==> config.mk <==
export PLATFORM = sky130hd
export DESIGN_NAME = http_chunked_body_decoder_top_flat
export DESIGN_NICKNAME = d
export VERILOG_FILES = /design/src/hcbd_pkg.sv /design/src/hcbd_req_if.sv /design/src/hcbd_rsp_if.sv /design/src/hcbd_step.sv /design/src/http_chunked_body_decoder_top.sv /design/src/flat_wrapper.sv
export SDC_FILE = /design/constraint.sdc
export NUM_CORES = 1
export LEC_CHECK = 0
export BUFFER_PORTS_ARGS = -buffer_cell sky130_fd_sc_hd__buf_4
export CELL_PAD_IN_SITES_DETAIL_PLACEMENT = 1
export CELL_PAD_IN_SITES_GLOBAL_PLACEMENT = 2
export CORE_MARGIN = 2
export CORE_UTILIZATION = 30
export CTS_BUF_LIST = sky130_fd_sc_hd__clkbuf_2
export CTS_CLUSTER_DIAMETER = 30
export DETAILED_ROUTE_END_ITERATION = 10
export PLACE_DENSITY = 0.66
export SYNTH_ARGS = -nofsm -noshare
export SYNTH_HDL_FRONTEND = slang
export SYNTH_SLANG_ARGS = --single-unit
==> constraint.sdc <==
create_clock -name clock -period 3.25 [get_ports clock]
set_input_delay 0 -clock clock [delete_from_list [all_inputs] [get_ports clock]]
set_output_delay 0 -clock clock [all_outputs]
set_load 0.05 [all_outputs]
==> src/hcbd_pkg.sv <==
// ----------------------------------------------------------------------------
// hcbd_pkg
// Shared types, character codes and helper functions of the HTTP chunked
// body decoder.
// ----------------------------------------------------------------------------
package hcbd_pkg;

   // Default width of the chunk size and of the chunk byte counter
   localparam int SIZE_BITS_DEFAULT = 32;

   // Character codes
   localparam logic [7:0] CHAR_LBRACE  = 8'h7B;
   localparam logic [7:0] CHAR_NEWLINE = 8'h0A;
   localparam logic [7:0] CHAR_PLUS    = 8'h2B;
   localparam logic [7:0] CHAR_MINUS   = 8'h2D;

   // Bits added to the size by one hex digit
   localparam int HEX_DIGIT_BITS = 4;

   // Bytes dropped after the payload of a chunk (CR and LF)
   localparam logic [1:0] CRLF_BYTES = 2'd2;

   // Decoding phase of the body
   typedef enum logic [2:0] {
      PH_UNDECIDED = 3'd0,
      PH_IDENTITY  = 3'd1,
      PH_SIZE_LINE = 3'd2,
      PH_PAYLOAD   = 3'd3,
      PH_CRLF      = 3'd4,
      PH_FINISHED  = 3'd5
   } phase_type;

   // Position within a chunk size line
   typedef enum logic [1:0] {
      ST_LEAD   = 2'd0,
      ST_SIGN   = 2'd1,
      ST_DIGITS = 2'd2,
      ST_REST   = 2'd3
   } line_stage_type;

   // One input transaction
   typedef struct packed {
      logic [7:0] in_byte;
      logic       source_closed;
   } item_type;

   // One result transaction
   typedef struct packed {
      logic [7:0] out_byte;
      logic       body_end;
   } result_type;

   // Hex digit decode: bit 4 flags a hex character, bits 3:0 carry its value
   function automatic logic [4:0] hex_decode(input logic [7:0] b);
      logic [4:0] r;
      r = 5'd0;
      if (b >= 8'h30 && b <= 8'h39) begin
         r = {1'b1, 4'(b - 8'h30)};
      end else if (b >= 8'h61 && b <= 8'h66) begin
         r = {1'b1, 4'(b - 8'h57)};
      end else if (b >= 8'h41 && b <= 8'h46) begin
         r = {1'b1, 4'(b - 8'h37)};
      end
      return r;
   endfunction

   // White space skipped before the sign or digits: space, tab, CR, VT, FF
   function automatic logic is_blank(input logic [7:0] b);
      return (b == 8'h20) || (b == 8'h09) || (b == 8'h0D) ||
             (b == 8'h0B) || (b == 8'h0C);
   endfunction

endpackage

==> src/hcbd_req_if.sv <==
// ----------------------------------------------------------------------------
// hcbd_req_if
// Input channel of the decoder: one raw body byte or a close indication per
// transaction.
// ----------------------------------------------------------------------------
interface hcbd_req_if;

   logic       valid;
   logic       ready;
   logic [7:0] in_byte;
   logic       source_closed;

   modport source (output valid, output in_byte, output source_closed, input ready);
   modport sink   (input valid, input in_byte, input source_closed, output ready);

endinterface

==> src/hcbd_rsp_if.sv <==
// ----------------------------------------------------------------------------
// hcbd_rsp_if
// Result channel of the decoder: one payload byte or the end-of-body mark per
// transaction.
// ----------------------------------------------------------------------------
interface hcbd_rsp_if;

   logic       valid;
   logic       ready;
   logic [7:0] out_byte;
   logic       body_end;

   modport source (output valid, output out_byte, output body_end, input ready);
   modport sink   (input valid, input out_byte, input body_end, output ready);

endinterface

==> src/hcbd_step.sv <==
// ----------------------------------------------------------------------------
// hcbd_step
// Decoder state and the state update for one body byte: framing choice, size
// line parse with saturation, payload count and CRLF drop.
// ----------------------------------------------------------------------------
module hcbd_step #(
   parameter int SIZE_BITS = hcbd_pkg::SIZE_BITS_DEFAULT
) (
   input  logic                 clock,
   input  logic                 reset,
   input  logic                 fire,
   input  hcbd_pkg::item_type   item,
   output logic                 res_valid,
   output hcbd_pkg::result_type res
);

   import hcbd_pkg::*;

   phase_type            phase_ff,      phase_in;
   logic [SIZE_BITS-1:0] chunk_left_ff, chunk_left_in;
   logic [SIZE_BITS-1:0] size_value_ff, size_value_in;
   line_stage_type       stage_ff,      stage_in;
   logic                 negative_ff,   negative_in;
   logic [1:0]           crlf_left_ff,  crlf_left_in;

   // Register the decoder state
   always_ff @(posedge clock) begin
      if (reset) begin
         phase_ff      <= PH_UNDECIDED;
         chunk_left_ff <= '0;
         size_value_ff <= '0;
         stage_ff      <= ST_LEAD;
         negative_ff   <= 1'b0;
         crlf_left_ff  <= 2'd0;
      end else begin
         phase_ff      <= phase_in;
         chunk_left_ff <= chunk_left_in;
         size_value_ff <= size_value_in;
         stage_ff      <= stage_in;
         negative_ff   <= negative_in;
         crlf_left_ff  <= crlf_left_in;
      end
   end

   // Work out next state and result for the byte in the input register
   always_comb begin
      phase_type                           eff_phase;
      logic [SIZE_BITS-1:0]                line_value;
      line_stage_type                      line_stage;
      logic                                line_neg;
      logic [4:0]                          hex;
      logic [SIZE_BITS+HEX_DIGIT_BITS-1:0] shifted;
      logic [SIZE_BITS-1:0]                added;
      logic [SIZE_BITS-1:0]                chunk_dec;
      logic [1:0]                          crlf_dec;
      logic [7:0]                          b;

      b          = item.in_byte;
      hex        = hex_decode(b);
      eff_phase  = phase_ff;
      line_value = size_value_ff;
      line_stage = stage_ff;
      line_neg   = negative_ff;

      phase_in      = phase_ff;
      chunk_left_in = chunk_left_ff;
      size_value_in = size_value_ff;
      stage_in      = stage_ff;
      negative_in   = negative_ff;
      crlf_left_in  = crlf_left_ff;
      res_valid     = 1'b0;
      res.out_byte  = b;
      res.body_end  = 1'b0;

      // Append one hex digit, saturate when any bit is shifted out
      shifted = {line_value, hex[3:0]};
      if (shifted[SIZE_BITS+HEX_DIGIT_BITS-1 -: HEX_DIGIT_BITS] != '0) begin
         added = '1;
      end else begin
         added = shifted[SIZE_BITS-1:0];
      end

      chunk_dec = (chunk_left_ff != '0) ? chunk_left_ff - SIZE_BITS'(1) : chunk_left_ff;
      crlf_dec  = (crlf_left_ff != 2'd0) ? crlf_left_ff - 2'd1 : crlf_left_ff;

      if (fire && phase_ff != PH_FINISHED) begin
         if (item.source_closed) begin
            // Close ends the body wherever it stands
            phase_in     = PH_FINISHED;
            res_valid    = 1'b1;
            res.out_byte = 8'd0;
            res.body_end = 1'b1;
         end else begin
            // First byte picks the framing
            if (phase_ff == PH_UNDECIDED) begin
               if (b == CHAR_LBRACE) begin
                  eff_phase = PH_IDENTITY;
               end else begin
                  eff_phase  = PH_SIZE_LINE;
                  line_value = '0;
                  line_stage = ST_LEAD;
                  line_neg   = 1'b0;
               end
            end

            unique case (eff_phase)
               PH_IDENTITY: begin
                  phase_in  = PH_IDENTITY;
                  res_valid = 1'b1;
               end
               PH_SIZE_LINE: begin
                  phase_in      = PH_SIZE_LINE;
                  size_value_in = line_value;
                  stage_in      = line_stage;
                  negative_in   = line_neg;
                  if (b == CHAR_NEWLINE) begin
                     if (line_neg || line_value == '0) begin
                        phase_in     = PH_FINISHED;
                        res_valid    = 1'b1;
                        res.out_byte = 8'd0;
                        res.body_end = 1'b1;
                     end else begin
                        chunk_left_in = line_value;
                        size_value_in = '0;
                        stage_in      = ST_LEAD;
                        negative_in   = 1'b0;
                        phase_in      = PH_PAYLOAD;
                     end
                  end else begin
                     unique case (line_stage)
                        ST_LEAD: begin
                           if (is_blank(b)) begin
                              stage_in = ST_LEAD;
                           end else if (b == CHAR_PLUS || b == CHAR_MINUS) begin
                              negative_in = (b == CHAR_MINUS);
                              stage_in    = ST_SIGN;
                           end else if (hex[4]) begin
                              size_value_in = SIZE_BITS'(hex[3:0]);
                              stage_in      = ST_DIGITS;
                           end else begin
                              stage_in = ST_REST;
                           end
                        end
                        ST_SIGN, ST_DIGITS: begin
                           if (hex[4]) begin
                              size_value_in = added;
                              stage_in      = ST_DIGITS;
                           end else begin
                              stage_in = ST_REST;
                           end
                        end
                        default: begin
                           stage_in = ST_REST;
                        end
                     endcase
                  end
               end
               PH_PAYLOAD: begin
                  res_valid     = 1'b1;
                  chunk_left_in = chunk_dec;
                  if (chunk_dec == '0) begin
                     crlf_left_in = CRLF_BYTES;
                     phase_in     = PH_CRLF;
                  end
               end
               PH_CRLF: begin
                  crlf_left_in = crlf_dec;
                  if (crlf_dec == 2'd0) begin
                     size_value_in = '0;
                     stage_in      = ST_LEAD;
                     negative_in   = 1'b0;
                     phase_in      = PH_SIZE_LINE;
                  end
               end
               default: begin
                  phase_in = PH_FINISHED;
               end
            endcase
         end
      end
   end

`ifndef SYNTHESIS
   // A chunk in progress always has bytes left
   a_payload_count: assert property (@(posedge clock) disable iff (reset)
      phase_ff == PH_PAYLOAD |-> chunk_left_ff != '0)
      else $error("payload phase with empty chunk counter");

   // The CRLF skip always has bytes left to drop
   a_crlf_count: assert property (@(posedge clock) disable iff (reset)
      phase_ff == PH_CRLF |-> crlf_left_ff != 2'd0)
      else $error("CRLF phase with no bytes left");

   // Nothing comes out once the body has ended
   a_quiet_after_end: assert property (@(posedge clock) disable iff (reset)
      phase_ff == PH_FINISHED |-> !res_valid)
      else $error("result after end of body");

   // An end mark moves the decoder to finished
   a_end_finishes: assert property (@(posedge clock) disable iff (reset)
      res_valid && res.body_end |=> phase_ff == PH_FINISHED)
      else $error("end mark without finished phase");

   // An end mark carries a zero byte
   a_end_zero_byte: assert property (@(posedge clock) disable iff (reset)
      res_valid && res.body_end |-> res.out_byte == 8'd0)
      else $error("end mark with nonzero byte");
`endif

endmodule

==> src/http_chunked_body_decoder_top.sv <==
// ----------------------------------------------------------------------------
// http_chunked_body_decoder_top
// HTTP body decoder: identity or chunked framing, one byte per cycle while rsp is not stalled.
// ----------------------------------------------------------------------------
// Usage:
//   req carries raw body bytes (in_byte) or a close indication
//   (source_closed = 1, in_byte ignored). rsp carries decoded payload bytes
//   (body_end = 0) and, once, the end-of-body mark (body_end = 1,
//   out_byte = 0). Framing bytes (size lines, CRLF) produce no transaction.
//   Path: a transaction accepted into the input register is processed by the
//   step unit and its result is registered in the output register for rsp.
//   Throughput: one byte per cycle while the receiver does not stall; every
//   byte updates the decoder state once.
//   Reset: clears the input and output registers and returns the decoder to
//   the undecided framing state; req.ready is high from the first reset edge.
//   Receiver stall: the output register holds its result, the input register
//   holds the next byte and req.ready drops until rsp.ready returns.
//   After the end mark no further results appear; bytes are still accepted
//   and dropped.
// ----------------------------------------------------------------------------
module http_chunked_body_decoder_top #(
   parameter int SIZE_BITS = hcbd_pkg::SIZE_BITS_DEFAULT
) (
   input  logic       clock,
   input  logic       reset,
   hcbd_req_if.sink   req,
   hcbd_rsp_if.source rsp
);

   import hcbd_pkg::*;

   logic       in_valid_ff, in_valid_in;
   item_type   in_item_ff;
   logic       out_valid_ff, out_valid_in;
   result_type out_item_ff;
   logic       advance;
   logic       res_valid;
   result_type res;

   // Move the held byte on when the output slot is free or being emptied
   assign advance     = in_valid_ff && (!out_valid_ff || rsp.ready);
   assign req.ready   = !in_valid_ff || advance;
   assign in_valid_in = req.valid ? 1'b1 : (in_valid_ff && !advance);

   // Capture the input transaction
   always_ff @(posedge clock) begin
      if (reset) begin
         in_valid_ff <= 1'b0;
      end else begin
         in_valid_ff <= req.ready ? in_valid_in : in_valid_ff;
      end
   end

   always_ff @(posedge clock) begin
      if (req.valid && req.ready) begin
         in_item_ff.in_byte       <= req.in_byte;
         in_item_ff.source_closed <= req.source_closed;
      end
   end

   hcbd_step #(
      .SIZE_BITS(SIZE_BITS)
   ) u_step (
      .clock     (clock),
      .reset     (reset),
      .fire      (advance),
      .item      (in_item_ff),
      .res_valid (res_valid),
      .res       (res)
   );

   // Load a new result or drop the delivered one
   always_comb begin
      if (advance) begin
         out_valid_in = res_valid;
      end else if (rsp.ready) begin
         out_valid_in = 1'b0;
      end else begin
         out_valid_in = out_valid_ff;
      end
   end

   always_ff @(posedge clock) begin
      if (reset) begin
         out_valid_ff <= 1'b0;
      end else begin
         out_valid_ff <= out_valid_in;
      end
   end

   always_ff @(posedge clock) begin
      if (advance && res_valid) begin
         out_item_ff <= res;
      end
   end

   assign rsp.valid    = out_valid_ff;
   assign rsp.out_byte = out_item_ff.out_byte;
   assign rsp.body_end = out_item_ff.body_end;

endmodule

==> src/flat_wrapper.sv <==
// flat-port wrapper written by rule: the top's interface ports become plain ports
module http_chunked_body_decoder_top_flat import hcbd_pkg::*;
#(
   parameter int SIZE_BITS = hcbd_pkg::SIZE_BITS_DEFAULT
)
  (clock, reset, req_valid, req_in_byte, req_source_closed, req_ready, rsp_valid, rsp_out_byte, rsp_body_end, rsp_ready);
  hcbd_req_if req_i ();
  hcbd_rsp_if rsp_i ();
  input  logic clock;
  input  logic reset;
  input wire logic [$bits(req_i.valid)-1:0] req_valid;
  input wire logic [$bits(req_i.in_byte)-1:0] req_in_byte;
  input wire logic [$bits(req_i.source_closed)-1:0] req_source_closed;
  output wire logic [$bits(req_i.ready)-1:0] req_ready;
  output wire logic [$bits(rsp_i.valid)-1:0] rsp_valid;
  output wire logic [$bits(rsp_i.out_byte)-1:0] rsp_out_byte;
  output wire logic [$bits(rsp_i.body_end)-1:0] rsp_body_end;
  input wire logic [$bits(rsp_i.ready)-1:0] rsp_ready;
  assign req_i.valid = req_valid;
  assign req_i.in_byte = req_in_byte;
  assign req_i.source_closed = req_source_closed;
  assign req_ready = req_i.ready;
  assign rsp_valid = rsp_i.valid;
  assign rsp_out_byte = rsp_i.out_byte;
  assign rsp_body_end = rsp_i.body_end;
  assign rsp_i.ready = rsp_ready;
  http_chunked_body_decoder_top #(.SIZE_BITS(SIZE_BITS)) u_core (.clock(clock), .reset(reset), .req(req_i), .rsp(rsp_i));
endmodule
==> impl_metrics.env, run 1 <==
export IMPL_drive_above_1_share_pct=13.06
export IMPL_yosys_area_top_type_share_pct=27.33
export IMPL_dp_cells=919
export IMPL_first_iter_violations=283
export IMPL_multi_input_area_um2=3139
export IMPL_reg2reg_slack_ns=0.25
export IMPL_tightest_slew_ns=0.8289
export IMPL_clk_pin_slew_ns=0.28
export IMPL_crit_chain="inv_1 -> ha_1 -> nor4b_2 -> buf_4 -> and3_1 -> nand3_1 -> buf_4 -> o22ai_1 -> a2111oi_2 -> nand4_1 -> or3_1 -> a21oi_1"
export IMPL_yosys_register_bits=92
export IMPL_coreArea_um2=17840
export IMPL_synth_area_top_cells="dfxtp_1 (27%), edfxtp_1 (10%), o21ai_0 (5.6%)"
export IMPL_avgSynthCellArea_um2=7.901
export IMPL_synth_ff_type="dfxtp_1"
export IMPL_num_vias=5392
export IMPL_crit_fanout=5
export IMPL_clock_path_buffers=2
export IMPL_ant_nets=0
export IMPL_worstSetupEndpointType="flop"
export IMPL_arrival_ns=3.57
export IMPL_grt_usage_pct=19.81
export IMPL_final_cell_area_um2=6240
export IMPL_grt_max_degree=74
export IMPL_firstDrtPassIters=4
export IMPL_initial_core_util_pct=30.38
export IMPL_wirelength_um=18600
export IMPL_die_h_um=138.4
export IMPL_drc=0
export IMPL_synth_fp_nets=708
export IMPL_p_leak_nw=2.227
export IMPL_crit_required_ns=3.82
export IMPL_cpPeakStageDelay_ns=0.48
export IMPL_grt_pass1_vias=5555
export IMPL_hold_viol=0
export IMPL_synth_area_um2=5420
export IMPL_worstSkewPairLatency_ns=0.62
export IMPL_cp_start_kind="flop"
export IMPL_io_pins=24
export IMPL_final_nets=737
export IMPL_fin_crit_sh_pct=92.39
export IMPL_rr_startpoint="u_core.u_step.chunk_left_ff[0]$_SDFFE_PP0P_"
export IMPL_rsz0062_at_grt="false"
export IMPL_htreeDepth=3
export IMPL_ys_warn_count=0
export IMPL_clock_sinks=92
export IMPL_min_path_cells=2
export IMPL_grt_pass1_wl_um=30610
export IMPL_slowest_stage="dfxtp_1"
export IMPL_dpl_hpwl_um=13470
export IMPL_dieArea_um2=19160
export IMPL_setup_tns_ns=0
export IMPL_slew_viol_final=0
export IMPL_dpl_cell_area_um2=5936
export IMPL_finalSetupViolations=0
export IMPL_async_flop_share_pct=0
export IMPL_finalNonFillerCells=950
export IMPL_reg2reg_to="u_core.u_step.phase_ff[2]$_SDFFE_PP0P_"
export IMPL_hold_path_class="in2reg"
export IMPL_antenna_found_initial=1
export IMPL_max_slew_margin_pct=44.74
export IMPL_numPortBuffers=23
export IMPL_holdWs_ns=0.08334
export IMPL_reg2reg_depth=12
export IMPL_period_minus_slack_ns=3.003
export IMPL_wire_per_inst_um=19.58
export IMPL_critical_path_class="reg2reg"
export IMPL_power_total_mw=2.492
export IMPL_hp_start="req_source_closed"
export IMPL_synth_cell_types=67
export IMPL_syn_to_final_growth_pct=15.12
export IMPL_netlist_top_cells_count="nand2_1 (77), nor2_1 (75), dfxtp_1 (74)"
export IMPL_cts_tree="yes"
export IMPL_cts_root_buf="clkbuf_2"
export IMPL_synth_most_common_cell="nand2_1"
export IMPL_ys_seq_area_share_pct=37.30
export IMPL_fmax_ghz=0.3330
export IMPL_cap_violations=0
export IMPL_netlist_top_cell_by_area="dfxtp_1"
export IMPL_synth_cells=686
export IMPL_ir_drop_uv=238.6
export IMPL_regArea_um2=2022
export IMPL_routabilityCongestion=0.8221
export IMPL_die_x_um=138.4
export IMPL_min_to="u_core.in_item_ff[0]$_DFFE_PP_"
export IMPL_viasPerCell=5.676
export IMPL_fillCellCount=2158
export IMPL_fp_row_count=49
export IMPL_status="complete, no violations"
export IMPL_synth_edf_count=18
export IMPL_p_per_area_nw_per_um2=399.3
export IMPL_finalClockSkew_ns=0.01646
export IMPL_numCtsBuffers=9
export IMPL_path_common_cell="buf_4"
export IMPL_grt_overflow=0
## worst max-delay path: cells and delay by family (launching register included)
kind	cells	cell delay (ns)
compound gates	3	0.59
flops	1	0.48
buf+inv	3	0.43
fa+ha+maj	1	0.23
simple gates	5	1.23
## logic make-up after synthesis
kind of cell,Yosys count,share of synthesized area (%)
simple gates,296,28.16
xor+xnor,15,2.424
compound gates,207,24.51
mux,1,0.1847
flops,92,37.30
buf+inv,66,5.332
fa+ha+maj,9,2.078
## power by group
part	switching [mW]	total (mW)	internal (mW)
Combinational	0.355	0.565	0.210
Sequential	0.0293	1.22	1.19
Clock	0.446	0.706	0.260
Total	0.830	2.49	1.66
## through the flow
| stage | setup WS (ns) | util, % |
|---|---|---|
| floorplan | 0.4816 | - |
| global placement | 0.3584 | 33.27 |
| detailed placement | 0.2894 | 33.27 |
| CTS | 0.2084 | 34.86 |
| global route | 0.003387 | 34.97 |
| finish | 0.2474 | 34.97 |
## flip-flops by register name, indices dropped and copies added, names as in the netlist
signal and count:
u_core.rsp.valid 1, u_core.rsp.body_end 1, u_core.u_step.phase_ff 3, u_core.u_step.size_value_ff 32, u_core.in_item_ff 9, u_core.u_step.crlf_left_ff 2
u_core.in_valid_ff 1, u_core.u_step.stage_ff 2, u_core.u_step.chunk_left_ff 32, u_core.rsp.out_byte 8, u_core.u_step.negative_ff 1
## metal layers
metal  GRT usage, %  wire length (um)  vias to the layer above
met3          3.048               574                       26
met5              0                 0                        -
li1               -                 -                     2598
met2          31.81              8773                       75
met4          6.606               355                        0
met1          27.30              8901                     2693
## area by class of cell
type / instances / area share [%]
Multi-Input combinational cell: 528 / 50.31
Sequential cell: 92 / 32.40
Timing Repair Buffer: 69 / 9.465
Tap cell: 229 / 4.592
Clock inverter: 7 / 1.564
Inverter: 15 / 0.9023
Clock buffer: 9 / 0.7219
Antenna cell: 1 / 0.04010
## worst max path at each step
stage / from / end / slack [ns]
floorplan: u_core.in_item_ff[1]$_DFFE_PP_ / u_core.u_step.size_value_ff[0]$_SDFFE_PP0P_ / 0.48
global placement: u_core.u_step.chunk_left_ff[0]$_SDFFE_PP0P_ / u_core.u_step.crlf_left_ff[1]$_SDFFE_PP0P_ / 0.36
detailed placement: u_core.in_item_ff[1]$_DFFE_PP_ / u_core.u_step.chunk_left_ff[20]$_SDFFE_PP0P_ / 0.29
CTS: u_core.u_step.chunk_left_ff[0]$_SDFFE_PP0P_ / u_core.u_step.crlf_left_ff[1]$_SDFFE_PP0P_ / 0.21
global route: u_core.in_item_ff[1]$_DFFE_PP_ / u_core.rsp.out_byte[0]$_DFFE_PP_ / 0.003
finish: u_core.u_step.chunk_left_ff[0]$_SDFFE_PP0P_ / u_core.u_step.phase_ff[2]$_SDFFE_PP0P_ / 0.25
## repair_timing
item | 4_1_cts | 5_1_grt
resized for setup | 0 | 3
setup buffers | 0 | 0
endpoints found under the hold margin | 74 | 0
hold buffers | 14 | 0
endpoints found under the setup margin | 0 | 3
## layout by cell type, fill, tap and decap left out, types with 15 or more instances in the layout
master / instances
inv_1: 15
nor2_1: 75
nand2_1: 77
nand3_1: 24
edfxtp_1: 18
dfxtp_1: 74
o21ai_0: 61
a21oi_1: 55
nor4_1: 16
buf_4: 52
nor3_1: 30
Note: power is estimated with default switching activity, not from simulation.
==> run 2, diff against run 1 <==
ABC_AREA = 1   (was unset)
HOLD_SLACK_MARGIN = 0.1   (was unset)
PLACE_DENSITY = 0.71   (was 0.66)
==> impl_metrics.env, run 2 <==
export IMPL_rsz0062_at_grt="false"
export IMPL_grt_pass1_vias=6786
export IMPL_synth_cell_types=37
export IMPL_coreArea_um2=21150
export IMPL_avgSynthCellArea_um2=6.133
export IMPL_grt_max_degree=43
export IMPL_dieArea_um2=22840
export IMPL_period_minus_slack_ns=2.959
export IMPL_clock_path_buffers=2
export IMPL_fin_util_pct=34.52
export IMPL_p_leak_nw=3.085
export IMPL_critical_path_class="reg2reg"
export IMPL_drc=0
export IMPL_syn_to_final_growth_pct=12.44
export IMPL_hp_start="reset"
export IMPL_synth_ff_type="dfxtp_1"
export IMPL_crit_fanout=26
export IMPL_synth_most_common_cell="nand2_1"
export IMPL_synth_top_family_by_area="simple AND/OR/NAND/NOR gates"
export IMPL_p_per_area_nw_per_um2=307.1
export IMPL_yosys_area_share_simple_pct=34.02
export IMPL_synth_compound_gate_area_share_pct=21.85
export IMPL_worstSkewPairLatency_ns=0.63
export IMPL_yosys_register_bits=92
export IMPL_cts_tree="yes"
export IMPL_dp_slack_ns=0.3671
export IMPL_arrival_ns=3.53
export IMPL_reg_top3="u_core.u_step.chunk_left_ff: 32 flops, u_core.u_step.size_value_ff: 32 flops, u_core.in_item_ff: 9 flops"
export IMPL_grt_pass1_wl_um=39450
export IMPL_synth_area_um2=6495
export IMPL_io_pins=24
export IMPL_yosys_area_top_type_share_pct=22.81
export IMPL_crit_start="u_core.in_item_ff[2]$_DFFE_PP_"
export IMPL_drive_above_1_share_pct=8.942
export IMPL_worstSetupEndpointType="flop"
export IMPL_final_cell_area_um2=7303
export IMPL_clock_sinks=92
export IMPL_status="complete, no violations"
export IMPL_cts_root_buf="clkbuf_2"
export IMPL_numCtsBuffers=9
export IMPL_layout_commonest_cell="nand2_1"
export IMPL_synthMuxAreaShare_pct=0
export IMPL_fin_crit_sh_pct=91.05
export IMPL_die_x_um=151.1
export IMPL_setup_tns_ns=0
export IMPL_async_flop_share_pct=0
export IMPL_numPortBuffers=23
export IMPL_max_slew_margin_pct=36.96
export IMPL_firstDrtPassIters=7
export IMPL_grt_usage_pct=22.58
export IMPL_wirelength_um=24750
export IMPL_synth_cells=1059
export IMPL_die_h_um=151.1
export IMPL_viasPerCell=5.087
export IMPL_crit_required_ns=3.82
export IMPL_first_iter_violations=403
export IMPL_slew_viol_final=0
export IMPL_clk_pin_slew_ns=0.28
export IMPL_num_vias=6984
export IMPL_htreeDepth=3
export IMPL_dpl_hpwl_um=17950
export IMPL_hold_path_class="in2reg"
export IMPL_fmax_ghz=0.3379
export IMPL_routabilityCongestion=0.8227
export IMPL_netlist_top_cell_by_area="dfxtp_1"
export IMPL_antenna_found_initial=1
export IMPL_dpl_cell_area_um2=6945
export IMPL_finalSetupViolations=0
export IMPL_hold_viol=0
export IMPL_synth_fp_nets=1081
export IMPL_grt_overflow=0
export IMPL_tightest_slew_ns=0.9445
export IMPL_ant_nets=0
export IMPL_ys_seq_area_share_pct=31.13
export IMPL_netlist_top_cells_count="nand2_1 (286), nor2_1 (129), a21oi_1 (119)"
export IMPL_synthXorXnorAreaFrac_pct=0.8091
export IMPL_finalClockSkew_ns=0.03414
export IMPL_ys_warn_count=0
export IMPL_synth_fa_ha_area_share_pct=1.734
export IMPL_initial_core_util_pct=30.70
export IMPL_synth_edf_count=18
export IMPL_cp_start_kind="flop"
export IMPL_wire_per_inst_um=18.03
export IMPL_finalWorstSetupSlack_ns=0.2907
export IMPL_final_cell_mix="nand2_1 (286), nor2_1 (129), a21oi_1 (119)"
export IMPL_rr_startpoint="u_core.in_item_ff[2]$_DFFE_PP_"
export IMPL_cap_violations=0
export IMPL_synth_area_top_cells="dfxtp_1 (23%), nand2_1 (17%), a21oi_1 (9.2%)"
export IMPL_fp_row_count=53
export IMPL_final_nets=1113
export IMPL_ir_drop_uv=147.8
## run 2: cell count changes after synthesis, moves of 28 or more
cell,previous run,this run
a21oi_1,55,119
inv_1,15,105
nand2_1,77,286
nor2_1,75,129
nor3_1,31,3
o21ai_1,3,73
## run 2: layer usage
metal	routed length [um]	global-route usage, %	up-vias
met2	11590	37.36	60
li1	-	-	3559
met3	727	3.705	17
met4	305	4.019	0
met5	0	0	-
met1	12130	31.32	3348
## run 2: path summary, 6_finish.rpt
path                            slack (ns)                                      to  cells after the start
worst max-delay path                  0.29           u_core.rsp.valid$_SDFFE_PP0P_                     15
worst min-delay path                  0.40  u_core.u_step.negative_ff$_SDFFE_PP0P_                      3
worst min register to register        0.49  u_core.u_step.stage_ff[1]$_SDFFE_PP0P_                      2
worst max register to register        0.29           u_core.rsp.valid$_SDFFE_PP0P_                     15
## run 2: cell families (layout without fill, tap and decap cells)
family,after synthesis,in the layout
AO/OA/AOI/OAI,271,271
buffers and inverters,163,200
other,0,2
XOR/XNOR,6,6
flip-flops,92,92
adder cells (fa/ha/maj),9,9
AND/OR/NAND/NOR,518,518
## run 2: where the power goes
group          total, mW  switching [mW]  internal (mW)
clock network      0.551           0.449          0.102
logic              0.483           0.334          0.149
registers           1.21          0.0174           1.19
total               2.24           0.800           1.44
## run 2: what timing repair did
action / CTS / global route
endpoints found under the hold margin: 71 / 0
gates resized for setup: 0 / 1
endpoints found under the setup margin: 0 / 4
hold buffers: 23 / 0
setup buffers: 0 / 4
## run 2: metrics by stage
step / hold slack [ns] / power [mW] / std cells
3_5_place_dp: 0.1799 / 1.686 / 1328
6_report: 0.3999 / 2.242 / 1373
3_3_place_gp: 0.1779 / 1.686 / 1328
4_1_cts: 0.3447 / 2.273 / 1367
5_1_grt: 0.3349 / 2.374 / 1372
2_1_floorplan: 0.09887 / 1.541 / 1059
## run 2: critical path: stages, from the launching register on
cell and delay [ns]:
edfxtp_1 0.50, ha_1 0.23, inv_1 0.10, nor2_2 0.06
nand2_2 0.12, nand2_8 0.15, o21ai_0 0.14, nand4_1 0.15
nor2_1 0.13, nand2_1 0.12, nand2_4 0.12, nand2_1 0.12
nand4_1 0.12, nand2_1 0.12, a21oi_1 0.14, dlygate4sd3_1 0.56
## run 2: cell type report
type | instances | area [um^2]
diodes | 2 | 5.005
clock buffers | 11 | 55.05
clock inverters | 5 | 28.78
flip-flops and latches | 92 | 2022
fillers | 2808 | 13850
multi-input cells | 804 | 3816
well taps | 275 | 344.1
repair buffers | 69 | 600.6
inverters | 115 | 431.7
